## src/xae_pkg.sv

```systemverilog
// Shared types and character codes for the XML attribute escaper.
package xae_pkg;

    typedef enum logic [2:0] {
        K_PLAIN,
        K_AMP,
        K_LT,
        K_APOS,
        K_QUOT,
        K_HEX
    } t_kind;

    typedef struct packed {
        t_kind       kind;
        logic [7:0]  data;
        logic        last;
    } t_desc;

    typedef struct packed {
        logic upper;
        logic pad;
    } t_cfg;

    localparam logic [7:0] CH_AMP   = 8'h26;
    localparam logic [7:0] CH_LT    = 8'h3C;
    localparam logic [7:0] CH_APOS  = 8'h27;
    localparam logic [7:0] CH_QUOT  = 8'h22;
    localparam logic [7:0] CH_SPACE = 8'h20;
    localparam logic [7:0] CH_CR    = 8'h0D;
    localparam logic [7:0] CH_LF    = 8'h0A;
    localparam logic [7:0] CH_TAB   = 8'h09;

endpackage

```

## src/xae_front.sv

```systemverilog
// Front end: accepts raw bytes, classifies them and tracks the space flag.
module xae_front (
    input  logic           i_clk,
    input  logic           i_rst_n,
    input  logic           i_in_valid,
    input  logic [7:0]     i_in_byte,
    input  logic           i_last_of_buffer,
    input  logic           i_full,
    output logic           o_in_stall,
    output logic           o_push,
    output xae_pkg::t_desc o_desc
);
    import xae_pkg::*;

    logic  r_space_seen;
    logic  n_space_seen;
    t_kind kind;

    assign o_in_stall = i_full;
    assign o_push     = i_in_valid & ~i_full;

    always_comb begin
        kind         = K_PLAIN;
        n_space_seen = r_space_seen;
        priority if (i_in_byte == CH_AMP) begin
            kind = K_AMP;
        end else if (i_in_byte == CH_LT) begin
            kind = K_LT;
        end else if (i_in_byte == CH_APOS) begin
            kind = K_APOS;
        end else if (i_in_byte == CH_QUOT) begin
            kind = K_QUOT;
        end else if (i_in_byte[7] || i_in_byte == CH_CR || i_in_byte == CH_LF
                     || i_in_byte == CH_TAB) begin
            kind = K_HEX;
        end else if (i_in_byte == CH_SPACE) begin
            if (r_space_seen) begin
                kind = K_HEX;
            end else begin
                n_space_seen = 1'b1;
            end
        end else begin
            n_space_seen = 1'b0;
        end
    end

    assign o_desc = '{kind: kind, data: i_in_byte, last: i_last_of_buffer};

    always_ff @(posedge i_clk) begin
        if (!i_rst_n) begin
            r_space_seen <= 1'b0;
        end else if (o_push) begin
            r_space_seen <= n_space_seen;
        end
    end

endmodule

```

## src/xae_fifo.sv

```systemverilog
// Short descriptor queue between front and back ends.
module xae_fifo #(
    parameter int DEPTH = 4
) (
    input  logic           i_clk,
    input  logic           i_rst_n,
    input  logic           i_push,
    input  xae_pkg::t_desc i_desc,
    input  logic           i_pop,
    output logic           o_full,
    output logic           o_valid,
    output xae_pkg::t_desc o_desc
);
    import xae_pkg::*;

    localparam int AW = $clog2(DEPTH);
    localparam logic [AW:0] DEPTH_V = (AW + 1)'(DEPTH);

    t_desc         r_mem [DEPTH];
    logic [AW:0]   r_wptr;
    logic [AW:0]   r_rptr;

    assign o_valid = r_wptr != r_rptr;
    assign o_full  = (r_wptr[AW] != r_rptr[AW]) && (r_wptr[AW-1:0] == r_rptr[AW-1:0]);
    assign o_desc  = r_mem[r_rptr[AW-1:0]];

    always_ff @(posedge i_clk) begin
        if (i_push) begin
            r_mem[r_wptr[AW-1:0]] <= i_desc;
        end
    end

    always_ff @(posedge i_clk) begin
        if (!i_rst_n) begin
            r_wptr <= '0;
            r_rptr <= '0;
        end else begin
            if (i_push) begin
                r_wptr <= r_wptr + 1'b1;
            end
            if (i_pop) begin
                r_rptr <= r_rptr + 1'b1;
            end
        end
    end

`ifndef ASSERT_OFF
    a_no_overflow: assert property (@(posedge i_clk) disable iff (!i_rst_n)
        !(i_push && o_full))
        else $error("push into full queue");
    a_no_underflow: assert property (@(posedge i_clk) disable iff (!i_rst_n)
        !(i_pop && !o_valid))
        else $error("pop from empty queue");
    a_fill_range: assert property (@(posedge i_clk) disable iff (!i_rst_n)
        (r_wptr - r_rptr) <= DEPTH_V)
        else $error("queue fill out of range");
`endif

endmodule

```

## src/xae_back.sv

```systemverilog
// Back end: expands one descriptor into its escaped byte run.
module xae_back (
    input  logic           i_clk,
    input  logic           i_rst_n,
    input  xae_pkg::t_cfg  i_cfg,
    input  logic           i_valid,
    input  xae_pkg::t_desc i_desc,
    output logic           o_pop,
    input  logic           i_out_stall,
    output logic           o_out_valid,
    output logic [7:0]     o_out_byte,
    output logic           o_last_of_item,
    output logic           o_buffer_done
);
    import xae_pkg::*;

    localparam logic [5:0][7:0] TXT_AMP  = {"&amp;", 8'h00};
    localparam logic [5:0][7:0] TXT_LT   = {"&lt;", 16'h0000};
    localparam logic [5:0][7:0] TXT_APOS = "&apos;";
    localparam logic [5:0][7:0] TXT_QUOT = "&quot;";

    logic [2:0]      r_idx;
    logic            r_out_valid;
    logic [7:0]      r_out_byte;
    logic            r_last_of_item;
    logic            r_buffer_done;

    logic            advance;
    logic            fin;
    logic            two_dig;
    logic [2:0]      len;
    logic [7:0]      hex_hi;
    logic [7:0]      hex_lo;
    logic [5:0][7:0] txt;

    function automatic logic [7:0] hex_char(input logic [3:0] nib, input logic upper);
        logic [7:0] base;
        base = upper ? 8'h41 : 8'h61;
        if (nib < 4'd10) begin
            return 8'h30 + {4'b0000, nib};
        end
        return base + {4'b0000, nib} - 8'd10;
    endfunction

    assign two_dig = i_cfg.pad || (i_desc.data[7:4] != 4'd0);
    assign hex_hi  = hex_char(i_desc.data[7:4], i_cfg.upper);
    assign hex_lo  = hex_char(i_desc.data[3:0], i_cfg.upper);

    always_comb begin
        unique case (i_desc.kind)
            K_PLAIN: begin
                txt = {i_desc.data, 40'h0};
                len = 3'd1;
            end
            K_AMP: begin
                txt = TXT_AMP;
                len = 3'd5;
            end
            K_LT: begin
                txt = TXT_LT;
                len = 3'd4;
            end
            K_APOS: begin
                txt = TXT_APOS;
                len = 3'd6;
            end
            K_QUOT: begin
                txt = TXT_QUOT;
                len = 3'd6;
            end
            K_HEX: begin
                if (two_dig) begin
                    txt = {"&#x", hex_hi, hex_lo, ";"};
                    len = 3'd6;
                end else begin
                    txt = {"&#x", hex_lo, ";", 8'h00};
                    len = 3'd5;
                end
            end
            default: begin
                txt = '0;
                len = 3'd1;
            end
        endcase
    end

    assign advance = i_valid && (!r_out_valid || !i_out_stall);
    assign fin     = r_idx == (len - 3'd1);
    assign o_pop   = advance && fin;

    always_ff @(posedge i_clk) begin
        if (!i_rst_n) begin
            r_idx       <= '0;
            r_out_valid <= 1'b0;
        end else begin
            if (advance) begin
                r_out_valid <= 1'b1;
                r_idx       <= fin ? 3'd0 : r_idx + 3'd1;
            end else if (!i_out_stall) begin
                r_out_valid <= 1'b0;
            end
        end
    end

    always_ff @(posedge i_clk) begin
        if (advance) begin
            r_out_byte     <= txt[3'(3'd5 - r_idx)];
            r_last_of_item <= fin;
            r_buffer_done  <= fin && i_desc.last;
        end
    end

    assign o_out_valid    = r_out_valid;
    assign o_out_byte     = r_out_byte;
    assign o_last_of_item = r_last_of_item;
    assign o_buffer_done  = r_buffer_done;

`ifndef ASSERT_OFF
    a_idx_range: assert property (@(posedge i_clk) disable iff (!i_rst_n)
        r_idx <= 3'd5)
        else $error("byte index out of range");
    a_mid_item_head: assert property (@(posedge i_clk) disable iff (!i_rst_n)
        (r_idx != 3'd0) |-> i_valid)
        else $error("queue head lost in the middle of an item");
    a_done_on_last: assert property (@(posedge i_clk) disable iff (!i_rst_n)
        (r_out_valid && r_buffer_done) |-> r_last_of_item)
        else $error("buffer done off the final byte of an item");
`endif

endmodule

```

## src/xml_attribute_escaper.sv

```systemverilog
// Top level of the XML attribute value escaper.
// Each accepted byte becomes a run of one to six output beats: a plain byte
// gives one byte, an entity or hex reference four to six, sent one per cycle
// while the output is not stalled. The front end takes a new byte every cycle
// while the descriptor queue (QUEUE_DEPTH entries, a power of two) has room,
// so plain bytes stream at one beat per cycle when the output is not stalled
// and escapes set the pace only when the queue fills. An input byte is
// registered in the queue, then in the output register. The user must write
// register 0 (hex_uppercase, address 0) and register 1 (hex_pad_two,
// address 4) only while the block is idle; the block does not enforce this.
module xml_attribute_escaper #(
    parameter int QUEUE_DEPTH = 4
) (
    input  logic        i_clk,
    input  logic        i_rst_n,
    input  logic        psel,
    input  logic        penable,
    input  logic        pwrite,
    input  logic [2:0]  paddr,
    input  logic [31:0] pwdata,
    output logic [31:0] prdata,
    output logic        pready,
    input  logic        i_in_valid,
    output logic        o_in_stall,
    input  logic [7:0]  i_in_byte,
    input  logic        i_last_of_buffer,
    output logic        o_out_valid,
    input  logic        i_out_stall,
    output logic [7:0]  o_out_byte,
    output logic        o_last_of_item,
    output logic        o_buffer_done
);
    import xae_pkg::*;

    localparam logic REG_UPPER = 1'b0;
    localparam logic REG_PAD   = 1'b1;

    logic  r_upper;
    logic  r_pad;
    logic  cfg_wr;
    logic  push;
    logic  pop;
    logic  full;
    logic  q_valid;
    t_desc f_desc;
    t_desc q_desc;
    t_cfg  cfg;

    assign pready = 1'b1;
    assign cfg_wr = psel && penable && pwrite && pready;

    always_ff @(posedge i_clk) begin
        if (!i_rst_n) begin
            r_upper <= 1'b1;
            r_pad   <= 1'b0;
        end else if (cfg_wr) begin
            unique case (paddr[2])
                REG_UPPER: r_upper <= pwdata[0];
                REG_PAD:   r_pad   <= pwdata[0];
                default: ;
            endcase
        end
    end

    assign prdata = {31'd0, (paddr[2] == REG_PAD) ? r_pad : r_upper};
    assign cfg    = '{upper: r_upper, pad: r_pad};

    xae_front u_front (
        .i_clk           (i_clk),
        .i_rst_n         (i_rst_n),
        .i_in_valid      (i_in_valid),
        .i_in_byte       (i_in_byte),
        .i_last_of_buffer(i_last_of_buffer),
        .i_full          (full),
        .o_in_stall      (o_in_stall),
        .o_push          (push),
        .o_desc          (f_desc)
    );

    xae_fifo #(
        .DEPTH(QUEUE_DEPTH)
    ) u_fifo (
        .i_clk  (i_clk),
        .i_rst_n(i_rst_n),
        .i_push (push),
        .i_desc (f_desc),
        .i_pop  (pop),
        .o_full (full),
        .o_valid(q_valid),
        .o_desc (q_desc)
    );

    xae_back u_back (
        .i_clk         (i_clk),
        .i_rst_n       (i_rst_n),
        .i_cfg         (cfg),
        .i_valid       (q_valid),
        .i_desc        (q_desc),
        .o_pop         (pop),
        .i_out_stall   (i_out_stall),
        .o_out_valid   (o_out_valid),
        .o_out_byte    (o_out_byte),
        .o_last_of_item(o_last_of_item),
        .o_buffer_done (o_buffer_done)
    );

endmodule

```

## config.mk

```make
export PLATFORM = sky130hd
export DESIGN_NAME = xml_attribute_escaper
export DESIGN_NICKNAME = d
export VERILOG_FILES = /design/src/xae_pkg.sv /design/src/xae_front.sv /design/src/xae_fifo.sv /design/src/xae_back.sv /design/src/xml_attribute_escaper.sv
export SDC_FILE = /design/constraint.sdc
export NUM_CORES = 1
export LEC_CHECK = 0
export CAP_MARGIN = 10
export CELL_PAD_IN_SITES_DETAIL_PLACEMENT = 0
export CELL_PAD_IN_SITES_GLOBAL_PLACEMENT = 2
export CORE_ASPECT_RATIO = 2
export CORE_MARGIN = 8
export CORE_UTILIZATION = 44
export DETAILED_ROUTE_END_ITERATION = 8
export DONT_BUFFER_PORTS = 1
export GPL_ROUTABILITY_DRIVEN = 0
export PLACE_DENSITY = 0.92
export SETUP_SLACK_MARGIN = 0.02
export SLEW_MARGIN = 15
export SYNTH_ARGS = -nofsm -noshare
export SYNTH_HDL_FRONTEND = slang
export SYNTH_HIERARCHICAL = 1
export SYNTH_SLANG_ARGS = --single-unit
```

## constraint.sdc

```tcl
create_clock -name i_clk -period 4.54 [get_ports i_clk]
set_input_delay 0.227 -clock i_clk [delete_from_list [all_inputs] [get_ports i_clk]]
set_output_delay 0.227 -clock i_clk [all_outputs]
set_load 0.005 [all_outputs]
```

# Word level (Yosys, flattened, before mapping)
# Memory sizes are Yosys's and may differ from the RTL's. A register that Yosys moved wholly into a read port is not among the register bits.
# Cells that the tools add are included.
# totals
rom_bits	0
mem_bits_rw	48
n_memories	1
latchBits	0
register_bits	23
out_inout_bits	45
# op_classes
n_reduce_logical	19
mux	29
eq_ne	18
bitwise	8
multipliers	0
shifts	0
n_lt_le_gt_ge	3
div_mod_pow	0
addsub	11
# memory_table
name	depth	width	read_ports	rd_ports_with_merged_regs	wr	line	source
u_fifo.r_mem	4	12	1	1	1	xae_fifo.sv:19	t_desc r_mem [DEPTH];
# op_table
op	count
48-bit case mux with 6 select lines	1
8-bit by 6-bit equality test with 1-bit output (second input constant)	5
8-bit 2-to-1 mux	5
8-bit binary-select mux with 3-bit select	1
8-bit by 4-bit equality test with 1-bit output (second input constant)	3
24-bit 2-to-1 mux	1
3-bit 2-to-1 mux	8
8-bit by 4-bit adder with 8-bit output	2
8-bit by 4-bit subtractor with 8-bit output (second input constant)	2
6-bit by 4-bit adder with 7-bit output (first input constant)	2
3-bit case mux with 4 select lines	1
3-bit by 1-bit adder with 3-bit output (second input constant)	3
4-bit < comparator (second input constant)	2
1-bit 2-to-1 mux	8
1-bit inverter	7
3-bit by 2-bit equality test with 1-bit output (second input constant)	2
3-bit equality test (second input constant)	2
1-bit logical AND	6
2-bit 2-to-1 mux	3
6-bit 2-to-1 mux	1
6-bit AND reduction	1
1-bit logical OR	5
3-bit by 4-bit < comparator with 1-bit output (second input constant)	1
2-bit AND reduction	2
13 further kinds	14

# Logic depth before layout (Yosys ltp)
# depth
word_depth	9
mapped_depth	10

# Cells and area by module
# The synthesis kept the hierarchy.
# by_module_without_submodules
module	area_per_inst_um2	instances	seq_area_each_um2	cells_each
xae_fifo	2140.8	1	1601.5	103
xae_back	1611.5	1	380.4	209
xml_attribute_escaper	354.1	1	40.0	45
xae_front	275.3	1	20.0	34

# Worst setup path after synthesis
# OpenSTA, ideal clock, no wires.
# synth_path
path_type	reg-to-reg
startpoint	register with a tool-made name
endpoint	register with a tool-made name
n_path_buf	1
path_stages_with_launch	11
setup_time_ns	0.122
setup_slack_ns	1.806
arrival_time_ns	2.612
cell_sequence	dfxtp_1 > buf_6 > mux4_2 > inv_1 > ha_1 > nor4b_4 > a311o_1 > o211ai_1 > nor2_1 > mux2i_1 > nor2_1

==> results by stage <==
Final layout:
- The fraction of layout instances using a drive strength above 1 is a little under a tenth.
- The post-synthesis to final-layout area growth is 6.42%.
- The antenna diode count is 0.
- The net count of the finished layout is 444.
- The library cell used most frequently in the layout, excluding fill and tap cells, is sky130_fd_sc_hd__edfxtp_1.
- After routing the design area is around 4700 sq um.
- In the layout the commonest cells are sky130_fd_sc_hd__edfxtp_1 (58), sky130_fd_sc_hd__conb_1 (32), sky130_fd_sc_hd__nand2_1 (21).

Synthesis:
- The number of warnings printed during yosys synthesis is 6.
- Counting distinct cell types in the post-synthesis netlist gives 70.
- The commonest register cell after synthesis is sky130_fd_sc_hd__edfxtp_1.
- A synthesized cell averages 11.2 sq um.
- The flip-flop and latch count after synthesis is 73.
- The combined area of all synthesized cells is roughly 4400 sq um.
- The sequential share of the synthesized area is 46.6%.
- The async set or reset register ratio after synthesis is 0%.
- The synthesized netlist cell count is 391.
- In this run, synthesis inferred a little under 60 flip-flops with an integrated enable.

Worst setup path:
- The maximum cell stage delay along the critical path is 0.80 ns.
- The worst setup path is launched from a register.
- By instance count, the cell type seen most on the critical path is sky130_fd_sc_hd__nor2_1.
- The worst setup path is of the register to register kind.
- The slowest stage of the critical path is the sky130_fd_sc_hd__mux4_1 cell.
- Traced cell by cell, the critical path runs through mux4_1, inv_1, ha_1, nor4b_4, a311o_1, o211ai_1, nor2_1, mux2i_1, nor2_1.
- The endpoint required time on the critical path is 4.75 ns.
- The setup slack of the most critical reg-to-reg path is 1.01 ns.
- Data arrives at the worst endpoint at 3.74 ns.
- In this run the worst path has a maximum fanout of 9.
- STA classifies the critical path endpoint as a register.

Detailed routing:
- After the first detailed-routing iteration, the DRC count stood at between 150 and 200.
- Dividing the detail-routed wire length by the instance count gives just under 20 um.
- The remaining number of nets flagged by the antenna check after routing is 0.
- After detailed routing, the number of remaining DRC violations is 0.
- The via-per-instance ratio is 5.72.
- The routed via count is 2970.
- The overall routed net length is 10200 um.
- The first detailed-routing pass took 4 iterations.

Clock tree:
- After clock tree synthesis, the clock-pin slew on the worst setup and hold paths is about 0.060 ns.
- The worst-case clock buffer depth is 2.
- The clock root buffer is sky130_fd_sc_hd__clkbuf_16.
- TritonCTS built the clock tree.
- The H-tree depth reported by CTS is 3.
- The insertion delay of the later-clocked pin in the worst-skew pair is ~0.33 ns.
- After clock tree synthesis, the flow added hold-fix buffers numbering 9.
- The total clock buffers created by CTS is 9.
- The count of clock tree sinks is 73.
- The number of gates resized after CTS was 0.
- The buffer count from post-CTS setup fixing is 0.

Pwr:
- The power per standard cell area is between 400 and 500 nW/um^2.
- The analysis attributes to cell leakage a power of 0.00167 uW.
- The peak ir drop on the vdd network is 0.513 mV.

Run:
- The number of max-cap violations is 0.

Timing:
- The final number of hold-violating endpoints is 0.
- The final setup TNS is 0 ns.
- Setup repair after global routing left no endpoint under its margin.
- The total count of max-transition violations in the final report came to 0.
- Between clock sinks in the finished design, the worst skew comes to 0.00919 ns.
- The achievable clock frequency is approximately 280 MHz.
- At the pin with the least slew margin, the transition time is roughly 0.83 ns.
- The final critical-path share of the clock period is 77.7%.
- Setup violations remaining at the end of the flow were counted as 0.
- The routed design could run at a clock period as short as 3.53 ns.
- Setup slack closes at between 1 and 1.5 ns.
- The normalized max-slew margin is 44.4%.

Die:
- The standard-cell row count is 51.
- Measured along the y axis, the die boundary spans approximately 160 um.
- The chip width is 86.6 um.
- The core box area is 9700 sq um.
- The floorplan step defined a die boundary enclosing 13600 sq um.
- In this run the count of I/O pins placed on the die edge is 96.
- The effective utilization at floorplan is 45.2%.

Place:
- After legalization and detailed placement, the total HPWL measured 7620 um.
- The count of buffers added on input and output ports is 0.
- The post-placement cell area is 4250 sq um.
- The minimum setup slack after placement is about 0.99 ns.

Global route:
- The initial antenna violation count is 0.
- The via count of the first global-routing pass is 3085.
- The aggregate global routing overflow is 0.
- The maximum number of pins on one net before global-route repair is 23.
- In the global route stage, overall resource usage came out at 15.7%.
- The first global-routing pass estimated 15900 um of wire.

Outcome:
- The run finished with clean final reports.

Hold path:
- The classification of the worst-slack hold path is primary input to register.
critical path, delay by kind of cell (launching register included):
family / cells / cell delay (ns)
DFF: 1 / 0.63
AOI/OAI and AO/OA: 2 / 0.47
buffers and inverters: 1 / 0.16
and+or+nand+nor: 3 / 0.94
adders and majority gates: 1 / 0.18
muxes: 2 / 1.03
state kept, by name (all words and copies together), names as in the netlist, named ones only:
name                   cells
u_back/r_idx               3
u_front/r_space_seen       1
r_pad                      1
u_back/o_last_of_item      1
r_upper                    1
u_back/o_out_byte          8
u_back/o_buffer_done       1
u_fifo/r_mem              48
u_fifo/r_wptr              3
u_back/o_out_valid         1
u_fifo/r_rptr              3
kinds of logic after synthesis:
kind of cell	synth area share, %
compound gates	14.4
xor+xnor	1.80
fa+ha+maj	3.14
buf+inv	10.8
flops	46.6
mux	7.97
other cells	0.171
simple gates	15.1
area by class of cell:
| type | count | area, sq um |
|---|---|---|
| well taps | 132 | 165 |
| clock buffers | 10 | 229 |
| multi-input cells | 273 | 1980 |
| repair buffers | 11 | 105 |
| clock inverters | 6 | 91.3 |
| inverters | 14 | 52.6 |
| fillers | 935 | 5040 |
| flip-flops and latches | 73 | 2040 |
cells in the mapped netlist, types with 3 or more instances:
library cell / instances / share of area [%]
sky130_fd_sc_hd__o211ai_1: 10 / 1.7
sky130_fd_sc_hd__a21boi_1: 4 / 0.69
sky130_fd_sc_hd__nand4b_1: 3 / 0.60
sky130_fd_sc_hd__a211o_1: 3 / 0.60
sky130_fd_sc_hd__nand2b_1: 5 / 0.71
sky130_fd_sc_hd__buf_2: 7 / 0.80
sky130_fd_sc_hd__nor2b_1: 13 / 1.9
sky130_fd_sc_hd__nor3b_1: 6 / 1.0
sky130_fd_sc_hd__inv_1: 12 / 1.0
sky130_fd_sc_hd__o21ai_1: 6 / 0.69
sky130_fd_sc_hd__a21boi_0: 3 / 0.51
sky130_fd_sc_hd__a21oi_1: 17 / 1.9
sky130_fd_sc_hd__dfxtp_1: 15 / 6.9
sky130_fd_sc_hd__nor2_1: 19 / 1.6
sky130_fd_sc_hd__ha_1: 11 / 3.1
sky130_fd_sc_hd__mux2i_1: 6 / 1.4
sky130_fd_sc_hd__a32oi_1: 3 / 0.60
sky130_fd_sc_hd__a22oi_1: 3 / 0.51
sky130_fd_sc_hd__nand3_1: 10 / 1.1
sky130_fd_sc_hd__buf_6: 3 / 0.77
sky130_fd_sc_hd__xnor2_1: 8 / 1.6
sky130_fd_sc_hd__and2_1: 8 / 1.1
sky130_fd_sc_hd__clkbuf_1: 8 / 0.69
sky130_fd_sc_hd__buf_4: 43 / 7.4
sky130_fd_sc_hd__nand2_1: 21 / 1.8
sky130_fd_sc_hd__nor3_1: 6 / 0.69
sky130_fd_sc_hd__mux4_2: 10 / 5.1
sky130_fd_sc_hd__edfxtp_1: 58 / 40
sky130_fd_sc_hd__o21ai_0: 12 / 1.4
layer usage:
metal  vias to the layer above  part of all wire [%]  GRT usage [%]
met2                       106                    57           29.4
met3                        30                   4.2           4.07
met1                      1450                    34           13.9
li1                       1384                     -              -
met4                         0                   4.2           10.6
met5                         -                     0              0
power by group:
part           internal, uW  total (uW)  switching [uW]
combinational           198         525             327
clock                   484         757             274
sequential              803         859            56.0
total                  1490        2140             657
per-stage QoR:
step	instances	hold slack (ns)	power, uW	util (%)
2_1_floorplan	421	0.355	1280	-
3_3_place_gp	494	0.326	1380	43.8
3_5_place_dp	494	0.326	1380	43.8
4_1_cts	519	0.0159	2150	48.1
5_1_grt	519	0.0127	2240	48.1
6_report	519	0.0305	2140	48.1
worst paths after layout:
kind / startpoint / end / cells past startpoint
setup / recovery: register / u_fifo/r_rptr[1] / 9
setup reg to reg: register / u_fifo/r_rptr[1] / 9
hold / removal: i_rst_n / u_back/o_out_valid / 1
hold reg to reg: u_front/r_space_seen / u_front/r_space_seen / 2
Note: power is estimated with default switching activity, not from simulation.
